==> src/sv/ddsp_ram.sv <==
module ddsp_ram #(
    parameter int WIDTH = 8,
    parameter int DEPTH = 64
) (
    input  logic                     clk,
    input  logic                     we,
    input  logic [$clog2(DEPTH)-1:0] waddr,
    input  logic [WIDTH-1:0]         wdata,
    input  logic [$clog2(DEPTH)-1:0] raddr,
    output logic [WIDTH-1:0]         rdata
);

    logic [WIDTH-1:0] mem [DEPTH];

    // one write port, registered read
    always_ff @(posedge clk)
    begin
        if (we)
        begin
            mem[waddr] <= wdata;
        end
        rdata <= mem[raddr];
    end

endmodule

==> config.mk <==
export PLATFORM = sky130hd
export DESIGN_NAME = ddsp_ram
export DESIGN_NICKNAME = d
export VERILOG_FILES = /design/src/sv/ddsp_ram.sv
export SDC_FILE = /design/constraint.sdc
export NUM_CORES = 1
export LEC_CHECK = 0
export BUFFER_PORTS_ARGS = -buffer_cell sky130_fd_sc_hd__clkbuf_2
export CAP_MARGIN = 20
export CORE_ASPECT_RATIO = 1.5
export CORE_MARGIN = 5
export CORE_UTILIZATION = 56
export DETAILED_ROUTE_END_ITERATION = 7
export GPL_ROUTABILITY_DRIVEN = 0
export PLACE_DENSITY = 0.83
export SLEW_MARGIN = 25
export SYNTH_ARGS = -nofsm -noshare
export SYNTH_HDL_FRONTEND = slang
export SYNTH_SLANG_ARGS = --single-unit
==> constraint.sdc <==
create_clock -name clk -period 1.78 [get_ports clk]
set_clock_uncertainty 0.15 [all_clocks]
set_input_delay 0.089 -clock clk [delete_from_list [all_inputs] [get_ports clk]]
set_output_delay 0.089 -clock clk [all_outputs]
set_load 0.005 [all_outputs]
==> reports/metrics.yaml, run 1 <==
clock_tree:
  cts.htree.levels: 2
  cts_sinks: 520
  insertion_delay_ns: 0.56
  path_clk_slew_ns: 0.07
  cts_buffer_depth: 3
  cts_tree: "done"
  root_buffer: "clkbuf_16"
  cts_inserted_buffers: 44
timing:
  min_period_ns: 2.046
  relSlewSlack_pct: 50.58
  worst_pin_slew_ns: 0.7413
  setup_ws_ns: -0.2657
  hold_viol: 0
  maxSlewViolCount: 0
  rsz0062_at_grt: "true"
  tns_ns: -1.412
  timing.final.crit_share_pct: 114.9
  fmax_mhz: 488.8
  setup_violations: 8
pwr:
  peakVddDrop_mv: 0.7000
  power.total_mw: 24.09
  power.share.switching_pct: 20.74
  power.net_switching_mw: 4.996
  leakagePower_nw: 7.687
  clkPwrFrac_pct: 37.5
  pwr-share-seq_pct: 56.4
  cellPowerDensity_nw_per_um2: 1024
  internal_power_mw: 19.10
  comb_power_share_pct: 6.1
synth:
  ys.flop_type: "edfxtp_1"
  postSynthCellCount: 940
  yosys.area.top_type: "edfxtp_1"
  ys_seq_area_share_pct: 77.03
  synthDistinctLibCells: 40
  synth_top_cell_area_share_pct: 76.24
  async_flop_share_pct: 0
  ys_seq_elements: 520
  syn-num-nets: 962
  synth_edf_count: 512
  yosys_warnings: 0
  ys_top_cells_by_area: "edfxtp_1 76%, mux4_2 14%, nor2_1 1.5%"
  syn-cell-area_um2: 20170
  syn_avg_cell_area_um2: 21.45
final_layout:
  fill_cells: 2172
  multi_input_area_um2: 4474
  utilization_pct: 65.86
  final_common_cell: "edfxtp_1"
  drive_above_1_share_pct: 35.36
  nNetsFinal: 1158
  layout_common_cells: "512 x edfxtp_1, 160 x buf_4, 126 x mux4_2, 80 x nor2_1, 45 x clkbuf_16"
  area_delta_synth_final_pct: 16.70
  regArea_um2: 15530
  diodes: 0
setup_path:
  cp_max_fo: 1
  r2r_start: "mem[54][3]"
  cp-startpoint: "mem[54][3]"
  path_class: "flip-flop to flip-flop"
  critPathLaunchType: "flip-flop"
  critPathRequiredTime_ns: 2.05
  cp_data_arrival_time_ns: 2.31
  end_kind: "flip-flop"
placed_design:
  io_buffers: 29
  place_hpwl_um: 29540
worst_hold_path:
  hp-start: "wdata[4]"
  min_path_type: "primary input to flip-flop"
die:
  die_x_um: 164.9
  dieArea_um2: 39990
  core_area_um2: 35730
  fp.dieH_um: 242.4
  num_io_pins: 30
  start_util_pct: 56.44
  rows: 85
global_routing:
  grt_max_degree: 65
  grt_pass1_wl_um: 71150
  first_global_vias: 10960
  antenna_found_initial: 1
  overflow: 0
  grt_use_total_pct: 24.33
detailed_routing:
  drtAntennaViolNets: 0
  wl_per_cell_um: 28.84
  vias_per_cell: 6.380
  drtIter0Drc: 1331
  drt_pass1_iterations: 6
  wl_um: 47470
  drc: 0
  dr_total_vias: 10500
outcome:
  status: "finished, violations left"
  failed_checks: "negative setup slack"
job:
  maxCapViolations: 0
==> kinds of logic after synthesis <==
logic type,Yosys count,share of synthesized area (%)
flops,520,77.03
simple gates,153,3.387
compound gates,54,2.072
mux,162,15.94
buf+inv,51,1.570
==> state kept, by name, indices dropped and copies added, names as in the netlist <==
| name | flops |
|---|---|
| rdata | 8 |
| mem | 512 |
==> per-stage QoR <==
stage | instance area, um2 | instances | hold WS, ns | setup WS, ns
5_1_grt | 23540 | 1646 | 0.04007 | -0.2594
3_5_place_dp | 22070 | 1566 | 0.3118 | -0.7765
6_report | 23540 | 1646 | 0.009957 | -0.2657
4_1_cts | 23500 | 1646 | 0.02237 | -0.2313
3_3_place_gp | 22070 | 1566 | 0.3158 | -0.7546
2_1_floorplan | 20250 | 940 | 0.03787 | -0.02021
==> cells in the mapped netlist (3+ instances only) <==
cell type / instances
mux2_2: 13
buf_1: 4
nand2b_1: 7
dfxtp_1: 8
nand2_1: 19
a211oi_1: 4
buf_6: 4
a22oi_1: 3
buf_4: 13
a221oi_1: 6
nand3b_1: 3
nor3_1: 7
mux2i_1: 23
buf_2: 11
nor2_1: 83
o221ai_1: 8
o22ai_1: 8
a21oi_1: 3
mux4_2: 126
o2bb2ai_1: 3
edfxtp_1: 512
o2111ai_1: 3
nor2b_1: 14
nand3_1: 13
clkbuf_1: 17
==> metal layers <==
layer	vias up	share of wire [%]	GRT usage [%]
li1	4303	-	-
met1	5388	33	29.83
met2	654	54	42.41
met3	154	7.9	3.421
met4	2	5.6	11.60
met5	-	0.042	0
==> power groups by stage <==
stage          Sequential (mW)  Combinational (mW)  Clock, mW
6_report                  13.6                1.47       9.03
5_1_grt                   13.6                1.54       9.66
4_1_cts                   13.6                1.45       9.13
3_5_place_dp              13.9                1.39          0
3_3_place_gp              13.8                1.34          0
2_1_floorplan             13.8               0.745          0
==> final timing paths <==
path | depth (start not counted) | endpoint | slack, ns
setup / recovery | 4 | rdata[3] | -0.27
hold / removal | 2 | mem[47][4] | 0.01
setup reg to reg | 4 | rdata[3] | -0.27
hold reg to reg | 4 | rdata[2] | 0.72
==> final cells by class <==
type                    count  area share, %
flip-flops and latches    520          66.01
multi-input cells         369          19.01
repair buffers            201          6.821
clock buffers              62          5.183
well taps                 478          2.541
clock inverters            16         0.4359
==> worst max-delay path, stage by stage (launching register included) <==
cell and delay, ns:
edfxtp_1 0.42, mux4_2 0.50, mux4_2 0.53, o21ai_2 0.19, o41ai_1 0.11
==> repair_timing <==
action | in CTS | in global routing
endpoints found under the setup margin | 8 | 8
gates cloned | 0 | 0
endpoints found under the hold margin | 70 | 0
hold buffers | 2 | 0
resized for setup | 20 | 5
buffers inserted | 0 | 0
pin swaps | 2 | 1
(Power assumes the default switching activity.)
==> run 2, diff against run 1 <==
--- a/config.mk
+++ b/config.mk
@@ -9,10 +9,10 @@
 export CAP_MARGIN = 20
 export CORE_ASPECT_RATIO = 1.5
 export CORE_MARGIN = 5
-export CORE_UTILIZATION = 56
+export CORE_UTILIZATION = 67
 export DETAILED_ROUTE_END_ITERATION = 7
 export GPL_ROUTABILITY_DRIVEN = 0
-export PLACE_DENSITY = 0.83
+export PLACE_DENSITY = 0.92
 export SLEW_MARGIN = 25
 export SYNTH_ARGS = -nofsm -noshare
 export SYNTH_HDL_FRONTEND = slang
==> constraint.sdc (replaced) <==
create_clock -name clk -period 2.57 [get_ports clk]
set_clock_uncertainty 0.15 [all_clocks]
set_input_delay 0.1285 -clock clk [delete_from_list [all_inputs] [get_ports clk]]
set_output_delay 0.1285 -clock clk [all_outputs]
set_load 0.005 [all_outputs]
==> reports/metrics.yaml, run 2 (synthesis gave the netlist of run 1 again) <==
pwr:
  leakagePower_nw: 7.487
  power.total_mw: 17.79
  cellPowerDensity_nw_per_um2: 771.1
  peakVddDrop_mv: 0.5606
detailed_routing:
  drc: 0
  drt_pass1_iterations: 6
  dr_total_vias: 11050
  drtIter0Drc: 1775
  wl_per_cell_um: 34.27
  wl_um: 51780
  vias_per_cell: 7.315
  drtAntennaViolNets: 0
final_layout:
  utilization_pct: 77.99
  stdcell_count: 1511
  area_delta_synth_final_pct: 14.38
  fill_cells: 1317
  top_register: "mem"
  nNetsFinal: 1103
  largest_reg_flops: 512
  top_regs: "mem: 512 flops, rdata: 8 flops"
  drive_above_1_share_pct: 31.63
  layout_common_cells: "512 x edfxtp_1, 126 x mux4_2, 112 x buf_4, 83 x nor2_1, 46 x clkbuf_16"
  design_area_um2: 23070
  diodes: 0
  final_common_cell: "edfxtp_1"
clock_tree:
  insertion_delay_ns: 0.57
  path_clk_slew_ns: 0.07
  cts_buffer_depth: 3
  cts_inserted_buffers: 44
  postCtsSetupBuffers: 0
  cts.htree.levels: 2
  cts_sinks: 520
  root_buffer: "clkbuf_16"
  cts_tree: "done"
placed_design:
  place_hpwl_um: 29930
  dp_cells: 1428
  place_area_um2: 21430
  io_buffers: 29
  pre_cts_ws_ns: -0.2093
die:
  num_io_pins: 30
  start_util_pct: 68.18
  dieArea_um2: 33740
  rows: 77
  fp.dieH_um: 222.5
  core_area_um2: 29580
  die_x_um: 151.7
timing:
  setup_ws_ns: 0.1844
  worst_pin_slew_ns: 1.088
  tns_ns: 0
  setup_violations: 0
  min_period_ns: 2.386
  timing.final.crit_share_pct: 92.82
  fmax_mhz: 419.2
  maxSlewViolCount: 0
  hold_viol: 0
  relSlewSlack_pct: 27.48
  rsz0062_at_grt: "false"
  whs_ns: 0.06930
global_routing:
  antenna_found_initial: 0
  grt_pass1_wl_um: 76120
  first_global_vias: 11270
  grt_use_total_pct: 31.81
  overflow: 0
  grt_max_degree: 65
setup_path:
  slowest_stage: "a2111oi_0"
  cp_data_arrival_time_ns: 2.68
  cp_top_family: "compound AO/OA/AOI/OAI gates"
  crit_path_cell_trace: "mux4_2, nor2b_1, a2111oi_0, buf_4, o41ai_1"
  max_stage_delay_ns: 0.80
  critPathRequiredTime_ns: 2.86
  critPathLaunchType: "flip-flop"
  end_kind: "flip-flop"
  cp_max_fo: 1
  reg2regPathDepth: 5
  crit_cells: 5
  path_class: "flip-flop to flip-flop"
  cp_num_buf_inv: 1
outcome:
  status: "complete, no violations"
job:
  maxCapViolations: 0
worst_hold_path:
  whs_path_depth: 2
  min_path_type: "primary input to flip-flop"
## run 2: cell types whose count changed in the layout (fill, tap and decap cells not counted), moves of 3 or more
cell / change
clkbuf_1: -8
clkbuf_8: -3
buf_4: -48
nor3_2: -3
buf_12: -7
nor2_4: -3
bufinv_16: +10
nor2_1: +3
a221oi_1: +3
nor3_1: +5
a221oi_2: -3
## run 2: area by class of cell
type / instances / area (um2) / area share [%]
Sequential cell: 520 / 15530 / 67.35
Timing Repair Buffer: 146 / 1105 / 4.790
Tap cell: 395 / 494.2 / 2.143
Clock buffer: 52 / 1174 / 5.088
Clock inverter: 29 / 444.2 / 1.926
Multi-Input combinational cell: 369 / 4315 / 18.71
## run 2: worst paths after layout
| check | from | slack (ns) | to |
|---|---|---|---|
| max | mem[3][5] | 0.18 | rdata[5] |
| min | wdata[2] | 0.07 | mem[42][2] |
| max reg2reg | mem[3][5] | 0.18 | rdata[5] |
| min reg2reg | mem[18][0] | 0.74 | rdata[0] |
## run 2: metal layers
metal  share of wire (%)  track usage, %  routed length, um
met3                  13           6.360               6495
met2                  51           51.87              26500
met5                   0               0                  0
met1                  31           42.44              16000
met4                 5.4           13.64               2784
## run 2: timing repair
action                                 CTS  global route
gates resized for setup                  0             0
endpoints found under the hold margin   13             0
hold buffers                             2             0
## run 2: report_power, final
| group | internal (mW) | total, mW | switching (mW) |
|---|---|---|---|
| Sequential | 9.38 | 9.41 | 0.0341 |
| Combinational | 0.362 | 0.951 | 0.590 |
| Clock | 4.40 | 7.42 | 3.02 |
